`src/design/uart8n1_pkg.sv`:
```
// Shared constants, types and helpers for the 8N1 serial transceiver core.
// No dependencies.
`default_nettype none

package uart8n1_pkg;

  localparam int unsigned TimerW   = 16;
  localparam int unsigned BitIdxW  = 4;
  localparam int unsigned ByteW    = 8;
  localparam int unsigned CfgIdxW  = 1;
  localparam int unsigned CfgDataW = 16;

  localparam logic [BitIdxW-1:0] DataBits  = 4'd8;
  localparam logic [BitIdxW-1:0] LastIdx   = 4'd10;
  localparam logic [TimerW-1:0]  MinPeriod = 16'd4;

  typedef enum logic [CfgIdxW-1:0] {
    CfgTicksPerBit = 1'b0,
    CfgMsbFirst    = 1'b1
  } cfg_idx_e;

  typedef struct packed {
    logic             tx_line;
    logic             tx_ready;
    logic             rx_valid;
    logic [ByteW-1:0] rx_data;
  } result_t;

  // Position in the byte of data bit number idx (1..8).
  function automatic logic [2:0] bit_pos(input logic [BitIdxW-1:0] idx,
                                         input logic msb_first);
    logic [BitIdxW-1:0] pos;
    pos = msb_first ? (DataBits - idx) : (idx - 4'd1);
    return pos[2:0];
  endfunction

endpackage

`default_nettype wire

```
`src/design/uart_8n1_transceiver_core.sv`:
```
// Top level of the 8N1 full-duplex serial transceiver core.
// Depends on uart8n1_pkg.
//
// Usage: each transfer on the input channel (in_valid_i / in_stall_o) is one
// line tick: the sampled rx line, an optional send request with its byte and
// an optional acknowledge of the received byte. Each input transfer yields
// exactly one result transfer on the output channel (out_valid_o /
// out_stall_i) carrying tx line level, tx ready, rx valid and rx data as they
// stand after that tick.
// The tick is computed from the state registers in the cycle of the transfer
// and the result is registered. Throughput is one tick per cycle while
// in_stall_o is low; an output register plus a one-entry skid register let
// a new tick be taken while a result still waits. in_stall_o rises only
// when both hold results, i.e. after an input transfer at an edge where the
// waiting result was stalled.
// Reset puts the line idle (tx high, rx previous level high), clears both
// frame engines, empties the result registers, and loads ticks_per_bit = 16
// and msb_first = 1. Configuration writes take effect on the next tick.
`default_nettype none

module uart_8n1_transceiver_core (
  input  wire logic                              clk_i,
  input  wire logic                              rst_ni,
  input  wire logic                              cfg_we_i,
  input  wire logic [uart8n1_pkg::CfgIdxW-1:0]   cfg_idx_i,
  input  wire logic [uart8n1_pkg::CfgDataW-1:0]  cfg_data_i,
  input  wire logic                              in_valid_i,
  output logic                                   in_stall_o,
  input  wire logic                              rx_line_i,
  input  wire logic                              send_valid_i,
  input  wire logic [uart8n1_pkg::ByteW-1:0]     send_data_i,
  input  wire logic                              read_ack_i,
  output logic                                   out_valid_o,
  input  wire logic                              out_stall_i,
  output logic                                   tx_line_o,
  output logic                                   tx_ready_o,
  output logic                                   rx_valid_o,
  output logic [uart8n1_pkg::ByteW-1:0]          rx_data_o
);
  import uart8n1_pkg::*;

  // configuration
  logic [TimerW-1:0] tpb_q;
  logic              msb_first_q;

  // transmitter
  logic [TimerW-1:0]  tx_timer_q, tx_timer_d;
  logic [BitIdxW-1:0] tx_idx_q, tx_idx_d;
  logic               tx_active_q, tx_active_d;
  logic [ByteW-1:0]   tx_shift_q, tx_shift_d;
  logic               tx_level_q, tx_level_d;

  // receiver
  logic [TimerW-1:0]  rx_timer_q, rx_timer_d;
  logic [BitIdxW-1:0] rx_idx_q, rx_idx_d;
  logic               rx_active_q, rx_active_d;
  logic [ByteW-1:0]   rx_accum_q, rx_accum_d;
  logic [ByteW-1:0]   rx_hold_q, rx_hold_d;
  logic               rx_flag_q, rx_flag_d;
  logic               rx_prev_q;

  // result path
  logic    out_valid_q, skid_valid_q;
  result_t out_q, skid_q, res;

  logic              in_xfer, out_xfer;
  logic [TimerW-1:0] period;
  logic [TimerW:0]   tx_next;

  assign in_stall_o = skid_valid_q;
  assign in_xfer    = in_valid_i & ~skid_valid_q;
  assign out_xfer   = out_valid_q & ~out_stall_i;

  assign period  = (tpb_q < MinPeriod) ? MinPeriod : tpb_q;
  assign tx_next = {1'b0, tx_timer_q} + 17'd1;

  always_comb begin
    tx_timer_d  = tx_timer_q;
    tx_idx_d    = tx_idx_q;
    tx_active_d = tx_active_q;
    tx_shift_d  = tx_shift_q;
    tx_level_d  = tx_level_q;

    if (tx_next >= {1'b0, period}) begin
      tx_timer_d = '0;
      if (tx_active_q) begin
        if (tx_idx_q == '0) begin
          tx_level_d = 1'b0;
        end else if (tx_idx_q <= DataBits) begin
          tx_level_d = tx_shift_q[bit_pos(tx_idx_q, msb_first_q)];
        end else begin
          tx_level_d  = 1'b1;
          tx_active_d = 1'b0;
        end
        tx_idx_d = tx_idx_q + 4'd1;
      end else begin
        tx_idx_d   = '0;
        tx_level_d = 1'b1;
      end
    end else begin
      tx_timer_d = tx_next[TimerW-1:0];
    end

    if (send_valid_i && !tx_active_d) begin
      tx_shift_d  = send_data_i;
      tx_idx_d    = '0;
      tx_active_d = 1'b1;
    end
  end

  always_comb begin
    rx_timer_d  = rx_timer_q;
    rx_idx_d    = rx_idx_q;
    rx_active_d = rx_active_q;
    rx_accum_d  = rx_accum_q;
    rx_hold_d   = rx_hold_q;
    rx_flag_d   = rx_flag_q & ~read_ack_i;

    if (rx_active_q) begin
      if (rx_timer_q <= 16'd1) begin
        rx_timer_d = period;
        if (rx_idx_q == '0) begin
          if (rx_line_i) begin
            rx_active_d = 1'b0;
          end
        end else if (rx_idx_q <= DataBits) begin
          if (rx_line_i) begin
            rx_accum_d[bit_pos(rx_idx_q, msb_first_q)] = 1'b1;
          end
        end else begin
          rx_active_d = 1'b0;
          if (rx_line_i) begin
            rx_hold_d = rx_accum_q;
            rx_flag_d = 1'b1;
          end
        end
        rx_idx_d = rx_idx_q + 4'd1;
      end else begin
        rx_timer_d = rx_timer_q - 16'd1;
      end
    end else if (rx_prev_q && !rx_line_i) begin
      rx_active_d = 1'b1;
      rx_idx_d    = '0;
      rx_accum_d  = '0;
      rx_timer_d  = period >> 1;
    end
  end

  always_comb begin
    res.tx_line  = tx_level_d;
    res.tx_ready = ~tx_active_d;
    res.rx_valid = rx_flag_d;
    res.rx_data  = rx_hold_d;
  end

  always_ff @(posedge clk_i or negedge rst_ni) begin
    if (!rst_ni) begin
      tpb_q       <= 16'd16;
      msb_first_q <= 1'b1;
    end else if (cfg_we_i) begin
      case (cfg_idx_i)
        CfgTicksPerBit: tpb_q       <= cfg_data_i;
        CfgMsbFirst:    msb_first_q <= cfg_data_i[0];
        default:        tpb_q       <= tpb_q;
      endcase
    end
  end

  always_ff @(posedge clk_i or negedge rst_ni) begin
    if (!rst_ni) begin
      tx_timer_q  <= '0;
      tx_idx_q    <= '0;
      tx_active_q <= 1'b0;
      tx_shift_q  <= '0;
      tx_level_q  <= 1'b1;
      rx_timer_q  <= '0;
      rx_idx_q    <= '0;
      rx_active_q <= 1'b0;
      rx_accum_q  <= '0;
      rx_hold_q   <= '0;
      rx_flag_q   <= 1'b0;
      rx_prev_q   <= 1'b1;
    end else if (in_xfer) begin
      tx_timer_q  <= tx_timer_d;
      tx_idx_q    <= tx_idx_d;
      tx_active_q <= tx_active_d;
      tx_shift_q  <= tx_shift_d;
      tx_level_q  <= tx_level_d;
      rx_timer_q  <= rx_timer_d;
      rx_idx_q    <= rx_idx_d;
      rx_active_q <= rx_active_d;
      rx_accum_q  <= rx_accum_d;
      rx_hold_q   <= rx_hold_d;
      rx_flag_q   <= rx_flag_d;
      rx_prev_q   <= rx_line_i;
    end
  end

  always_ff @(posedge clk_i or negedge rst_ni) begin
    if (!rst_ni) begin
      out_valid_q  <= 1'b0;
      skid_valid_q <= 1'b0;
    end else if (skid_valid_q) begin
      if (out_xfer) begin
        skid_valid_q <= 1'b0;
      end
    end else if (in_xfer) begin
      if (out_valid_q && !out_xfer) begin
        skid_valid_q <= 1'b1;
      end else begin
        out_valid_q <= 1'b1;
      end
    end else if (out_xfer) begin
      out_valid_q <= 1'b0;
    end
  end

  always_ff @(posedge clk_i) begin
    if (skid_valid_q) begin
      if (out_xfer) begin
        out_q <= skid_q;
      end
    end else if (in_xfer) begin
      if (out_valid_q && !out_xfer) begin
        skid_q <= res;
      end else begin
        out_q <= res;
      end
    end
  end

  assign out_valid_o = out_valid_q;
  assign tx_line_o   = out_q.tx_line;
  assign tx_ready_o  = out_q.tx_ready;
  assign rx_valid_o  = out_q.rx_valid;
  assign rx_data_o   = out_q.rx_data;

  a_skid_implies_out: assert property (@(posedge clk_i) disable iff (!rst_ni)
    skid_valid_q |-> out_valid_q)
    else $error("skid register holds a result while output register is empty");

  a_in_gives_out: assert property (@(posedge clk_i) disable iff (!rst_ni)
    in_xfer |=> out_valid_q)
    else $error("input transfer did not produce a pending result");

  a_tx_idle_high: assert property (@(posedge clk_i) disable iff (!rst_ni)
    !tx_active_q |-> tx_level_q)
    else $error("tx line low while no frame is in progress");

  a_tx_idx_range: assert property (@(posedge clk_i) disable iff (!rst_ni)
    tx_idx_q <= LastIdx)
    else $error("tx bit index out of range");

  a_rx_idx_range: assert property (@(posedge clk_i) disable iff (!rst_ni)
    rx_idx_q <= LastIdx)
    else $error("rx bit index out of range");

endmodule

`default_nettype wire
```
`config.mk`:
```
export PLATFORM = sky130hd
export DESIGN_NAME = uart_8n1_transceiver_core
export DESIGN_NICKNAME = d
export VERILOG_FILES = /design/src/design/uart8n1_pkg.sv /design/src/design/uart_8n1_transceiver_core.sv
export SDC_FILE = /design/constraint.sdc
export NUM_CORES = 1
export LEC_CHECK = 0
export BUFFER_PORTS_ARGS = -buffer_cell sky130_fd_sc_hd__clkbuf_2
export CAP_MARGIN = 30
export CORE_UTILIZATION = 58
export DETAILED_ROUTE_END_ITERATION = 10
export GPL_TIMING_DRIVEN = 0
export PLACE_DENSITY = 0.79
export SETUP_SLACK_MARGIN = 0.02
export SLEW_MARGIN = 20
export SYNTH_ARGS = -nofsm -noshare
export SYNTH_HDL_FRONTEND = slang
export SYNTH_SLANG_ARGS = --single-unit
```
`constraint.sdc`:
```
create_clock -name clk_i -period 5.9 [get_ports clk_i]
set_input_delay 0.885 -clock clk_i [delete_from_list [all_inputs] [get_ports clk_i]]
set_output_delay 0.885 -clock clk_i [all_outputs]
set_load 0.005 [all_outputs]
```
Word level (Yosys, flattened, before mapping)
Index checks and enable logic that the tools add are counted.
- output and inout port bits: 13
- logic and storage cells: 138
- input bits: 33
- register bits after elaboration: 110
- add/subtract/negate cells: 8
- reductions and logical operators: 23
- equality and inequality tests: 7
- multiplexer cells: 59
- $lt $le $gt $ge: 8
- bitwise gates (word level): 9
- operators with widths (operator ; count):
    2-to-1 mux 8 bit ; 11
    2-to-1 mux 16 bit ; 5
    2-to-1 mux 11 bit ; 4
    2-to-1 mux 1 bit ; 29
    2-to-1 mux 4 bit ; 6
    adder 16 x 1 -> 17 bit (second input constant) ; 1
    greater-or-equal comparator 17 x 16 -> 1 bit ; 1
    <= comparator 16 x 1 -> 1 bit (second input constant) ; 1
    < comparator 16 x 3 -> 1 bit (second input constant) ; 1
    subtractor 16 x 1 -> 16 bit (second input constant) ; 1
    AND reduction 3 bit ; 4
    AND reduction 2 bit ; 5
    adder 4 x 1 -> 4 bit (second input constant) ; 2
    <= comparator 4 bit (second input constant) ; 2
    logical NOT 4 bit ; 2
    < comparator 3 x 4 -> 1 bit (second input constant) ; 2
    inequality test 2 bit (second input constant) ; 4
    OR 8 bit ; 1
    nonzero test 2 bit ; 4
    2-to-1 mux 3 bit ; 2
    inequality test 2 x 1 -> 1 bit (second input constant) ; 3
    AND reduction 6 bit ; 1
    subtractor 1 x 3 -> 3 bit (first input constant) ; 2
    subtractor 3 x 1 -> 3 bit (second input constant) ; 2
    other kinds (7) ; 18

Logic depth before layout (Yosys ltp)
- depth after elaboration: 12
- depth in mapped cells: 14
- depth with buffers taken out: 12

Least setup slack after synthesis
No wires, ideal clock.
- kind: flip-flop to flip-flop
- from: register tx_timer_q[2]
- to: register tx_shift_q[0]
- library setup time: 0.125 ns
- stages on the path, launching flop included: 13
- buffers on the path: 1
- setup slack: 2.606 ns
- data arrival time: 3.169 ns
- clock period less this slack: 3.294 ns
- path through: dfrtp_1 > and4_1 > nand4_1 > or3_1 > xnor2_1 > ha_1 > a21oi_1 > a21boi_0 > o31ai_1 > nand2b_1 > clkbuf_1 > o31ai_4 > mux2_2
- longest elaborated chain between the ends: 6
- RTL lines (element ; line ; RTL):
    from (decl) ; uart_8n1_transceiver_core.sv:47 ; logic [TimerW-1:0] tx_timer_q, tx_timer_d;
    from (signal assigned) ; uart_8n1_transceiver_core.sv:184 ; tx_timer_q <= tx_timer_d;
    adder 16 x 1 -> 17 bit ; uart_8n1_transceiver_core.sv:75 ; assign tx_next = {1'b0, tx_timer_q} + 17'd1;
    greater-or-equal comparator 17 x 16 -> 1 bit ; uart_8n1_transceiver_core.sv:84 ; if (tx_next >= {1'b0, period}) begin
    2-to-1 mux 1 bit ; uart_8n1_transceiver_core.sv:84 ;
    logical NOT 1 bit ; uart_8n1_transceiver_core.sv:104 ; if (send_valid_i && !tx_active_d) begin
    logical AND 1 bit ; uart_8n1_transceiver_core.sv:104 ;
    AND reduction 2 bit (no source line) ; - ;
    to (signal assigned) ; uart_8n1_transceiver_core.sv:187 ; tx_shift_q <= tx_shift_d;
    to (decl) ; uart_8n1_transceiver_core.sv:50 ; logic [ByteW-1:0] tx_shift_q, tx_shift_d;
No other way between the ends.
A chain may end at the register's enable or synchronous reset.

Final worst setup path
- from: register tx_timer_q[0]
- to: register out_q, in the netlist tx_line_o (data pin)
- longest elaborated chain between the ends: 6
- RTL lines (element ; line ; RTL):
    adder 16 x 1 -> 17 bit ; uart_8n1_transceiver_core.sv:75 ;
    greater-or-equal comparator 17 x 16 -> 1 bit ; uart_8n1_transceiver_core.sv:84 ;
    2-to-1 mux 1 bit ; uart_8n1_transceiver_core.sv:84 ;
    2-to-1 mux 11 bit ; uart_8n1_transceiver_core.sv:224 ; if (out_valid_q && !out_xfer) begin
    2-to-1 mux 11 bit ; uart_8n1_transceiver_core.sv:223 ; end else if (in_xfer) begin
    2-to-1 mux 11 bit ; uart_8n1_transceiver_core.sv:219 ; if (skid_valid_q) begin
    to (signal assigned) ; uart_8n1_transceiver_core.sv:221 ; out_q <= skid_q;
    to (signal assigned) ; uart_8n1_transceiver_core.sv:227 ; out_q <= res;
    to (decl) ; uart_8n1_transceiver_core.sv:64 ; result_t out_q, skid_q, res;
No other way between the ends. The select of a mux whose other input is x is not followed.

==> results.json <==
{
  "critPathLaunchType": "flip-flop",
  "crit_path_max_fanout": 10,
  "dieArea_um2": 11200,
  "whs_ps": 469,
  "grt_max_degree": 89,
  "core_area_um2": 10400,
  "h-tree-depth": 3,
  "ios": 46,
  "layout_common_cells": "dfrtp_1 (84), nand2_1 (64), o21ai_0 (59)",
  "synthFlopType": "dfrtp_1",
  "synthAdderAreaFrac": 0.0460,
  "power_uw": 2840,
  "finalHoldViolCount": 0,
  "netlist_instances": 631,
  "achievable-frequency_ghz": 0.239,
  "synth_area_per_cell_um2": 9.92,
  "fin_tns_setup_ps": 0,
  "clock_latency_ps": 390,
  "r2r_slack_ps": 1720,
  "finalSetupViolCount": 0,
  "maxCapViolations": 0,
  "p_per_area_nw_per_um2": 413,
  "final_common_cell": "dfrtp_1",
  "critical_path_buf_inv_count": 3,
  "grt_usage": 0.274,
  "worst_pin_slew_ps": 744,
  "path_cells": "ha_1, clkbuf_1, nand4_1, nor2_1, xor2_1, ha_1, nand4_1, nor2_1, o31ai_1, nand2b_1, clkbuf_1, clkbuf_1, nor2_1, o31a_1",
  "fin_nets": 744,
  "grt_pass1_wl_um": 24400,
  "critPathRequiredTime_ps": 6050,
  "num_antenna_cells": 0,
  "cts_tree": "yes",
  "outcome": "complete, no violations",
  "drt-initial-drc-count": 288,
  "cts_setup_buffers": 0,
  "synth_top_family_by_area": "simple AND/OR/NAND/NOR gates",
  "cp.depth": 14,
  "die_h_um": 106,
  "cp_top_family": "buffers and inverters",
  "rr_worst_depth": 14,
  "cts.sinks": 110,
  "cts.hold.buffers_added": 0,
  "drv_slew": 0,
  "rsz0062_at_grt": "false",
  "drt-wirelength-per-cell_um": 17.5,
  "synth-edff-count": 22,
  "syn_area_um2": 6260,
  "via_per_inst": 6.17,
  "crit_end": "tx_line_o",
  "path_clk_slew_ps": 120,
  "initial_core_util": 0.601,
  "worst_ep_arrival_time_ps": 4330,
  "dpl_cell_area_um2": 6670,
  "ctsResizeCount": 0,
  "max_stage_delay_ps": 500,
  "p_leak_uw": 0.00302,
  "antenna_found_initial": 0,
  "ys_seq_area_frac": 0.458,
  "fin_area_um2": 6870,
  "cp-startpoint": "tx_timer_q[0]",
  "async_flop_share": 0.800,
  "drive_gt1_frac": 0.183,
  "layout_min_cycle_time_ps": 4180,
  "numPortBuffers": 45,
  "rows": 37,
  "drc": 0,
  "drt-total-wl_um": 14500,
  "dp_hpwl_um": 10500,
  "drt_pass1_iterations": 5,
  "hp-class": "flip-flop to flip-flop",
  "vias": 5113,
  "reg2reg_from": "tx_timer_q[0]",
  "grt_pass1_vias": 5105,
  "yosys_warnings": 0,
  "path_class": "flip-flop to flip-flop",
  "synth.mux.area_fraction": 0.0873,
  "place.gp.congestion": 0.946,
  "r2r_end": "tx_line_o",
  "skew_ps": 14.8,
  "ant_nets": 0,
  "worst_slew_margin_rel": 0.504,
  "end_kind": "flip-flop",
  "yosys.cell_types.count": 65,
  "clock_path_buffers": 2,
  "peakVddDrop_mv": 0.272,
  "synth_xor_area_frac": 0.0434,
  "n_fill_cell": 838,
  "ys_seq_elements": 110,
  "clockRootBuffer": "clkbuf_8",
  "cts_buffers": 9,
  "cpMaxStageDelayCell": "dfrtp_1",
  "area_delta_synth_final_pct": 9.69,
  "synth_fp_nets": 687,
  "fp.dieW_um": 106,
  "synth-compound-area-share": 0.157,
  "synth-simple-area-share": 0.167,
  "post-route-period-util": 0.709,
  "grt_overflow": 0
}
-- tightest hold or removal path: stages (launching register included) --
cell and delay (ps):
dfstp_2 380, nand2_1 40, nand2_1 50
-- routing by layer --
metal / global-route usage / wire length, um
met5: 0 / 0
met4: 0.0933 / 318
met3: 0.0472 / 599
met2: 0.462 / 7290
met1: 0.360 / 6300
-- sequential cells by signal, indices dropped and copies added (netlist names), 4 cells and up --
register    cells
tpb_q          16
tx_shift_q      8
skid_q         11
rx_idx_q        4
rx_hold_q       8
rx_data_o       8
rx_timer_q     16
tx_idx_q        4
rx_accum_q      8
tx_timer_q     16
-- synthesized netlist by cell type, types with 2 or more instances --
library cell / count / area [um^2]
a211oi_1: 5 / 37.5
a21o_1: 3 / 22.5
a21oi_1: 27 / 135
a221o_1: 2 / 20.0
a22o_1: 8 / 70.1
a22oi_1: 13 / 97.6
and3_1: 5 / 31.3
buf_1: 2 / 7.51
buf_2: 2 / 10.0
clkbuf_1: 31 / 116
dfrtp_1: 84 / 2100
dfstp_2: 4 / 105
edfxtp_1: 22 / 661
ha_1: 23 / 288
inv_1: 29 / 109
mux2_2: 41 / 462
mux2i_1: 4 / 40.0
mux4_2: 2 / 45.0
nand2_1: 64 / 240
nand2b_1: 7 / 43.8
nand3_1: 14 / 70.1
nand3b_1: 3 / 22.5
nand4_1: 9 / 56.3
nor2_1: 39 / 146
nor2b_1: 11 / 68.8
nor3_1: 17 / 85.1
nor3b_1: 2 / 15.0
nor4_1: 8 / 50.1
o21ai_0: 59 / 295
o21ai_1: 2 / 10.0
o221ai_1: 2 / 17.5
o22ai_1: 2 / 12.5
o31a_1: 3 / 26.3
o31ai_1: 11 / 82.6
or2_2: 4 / 25.0
or3_1: 7 / 43.8
or4_1: 3 / 22.5
xnor2_1: 21 / 184
xor2_1: 10 / 87.6
-- how the worst min path moves through the flow --
stage / startpoint / end / slack (ps) / depth (start not counted)
global placement: rx_prev_q / rx_prev_q / 440 / 2
finish: rx_prev_q / rx_prev_q / 470 / 2
floorplan: rx_prev_q / rx_prev_q / 440 / 2
global route: rx_prev_q / rx_prev_q / 490 / 2
detailed placement: rx_prev_q / rx_prev_q / 450 / 2
CTS: rx_prev_q / rx_prev_q / 470 / 2
-- stage by stage --
stage               instances  utilization  worst slack, ps
floorplan                 631            -             2610
global placement          812        0.639             1960
detailed placement        813        0.641             1830
CTS                       829        0.659             1820
global route              829        0.659             1390
finish                    829        0.659             1720
-- power breakdown --
group / internal, uW / total (uW) / leakage [uW] / switching [uW]
registers: 1000 / 1180 / 0.00133 / 181
clock network: 164 / 448 / 0.0000974 / 284
logic: 515 / 1210 / 0.00159 / 695
total: 1680 / 2840 / 0.00302 / 1160
-- area by class of cell --
cell class / instances / area (um^2) / share of cell area
well taps: 136 / 170 / 0.0248
clock inverters: 7 / 71.3 / 0.0104
flip-flops and latches: 110 / 2870 / 0.418
inverters: 29 / 109 / 0.0158
plain buffers: 37 / 153 / 0.0222
multi-input cells: 455 / 3130 / 0.456
clock buffers: 9 / 124 / 0.0180
repair buffers: 46 / 241 / 0.0352
-- logic make-up (layout without fill, tap and decap cells) --
kind of cell    after synthesis  after routing
compound gates              152            152
xor+xnor                     31             31
mux                          47             47
fa+ha+maj                    23             23
buf+inv                      66            128
simple gates                202            202
flops                       110            110
No activity file was read; power rests on OpenSTA's default activity.
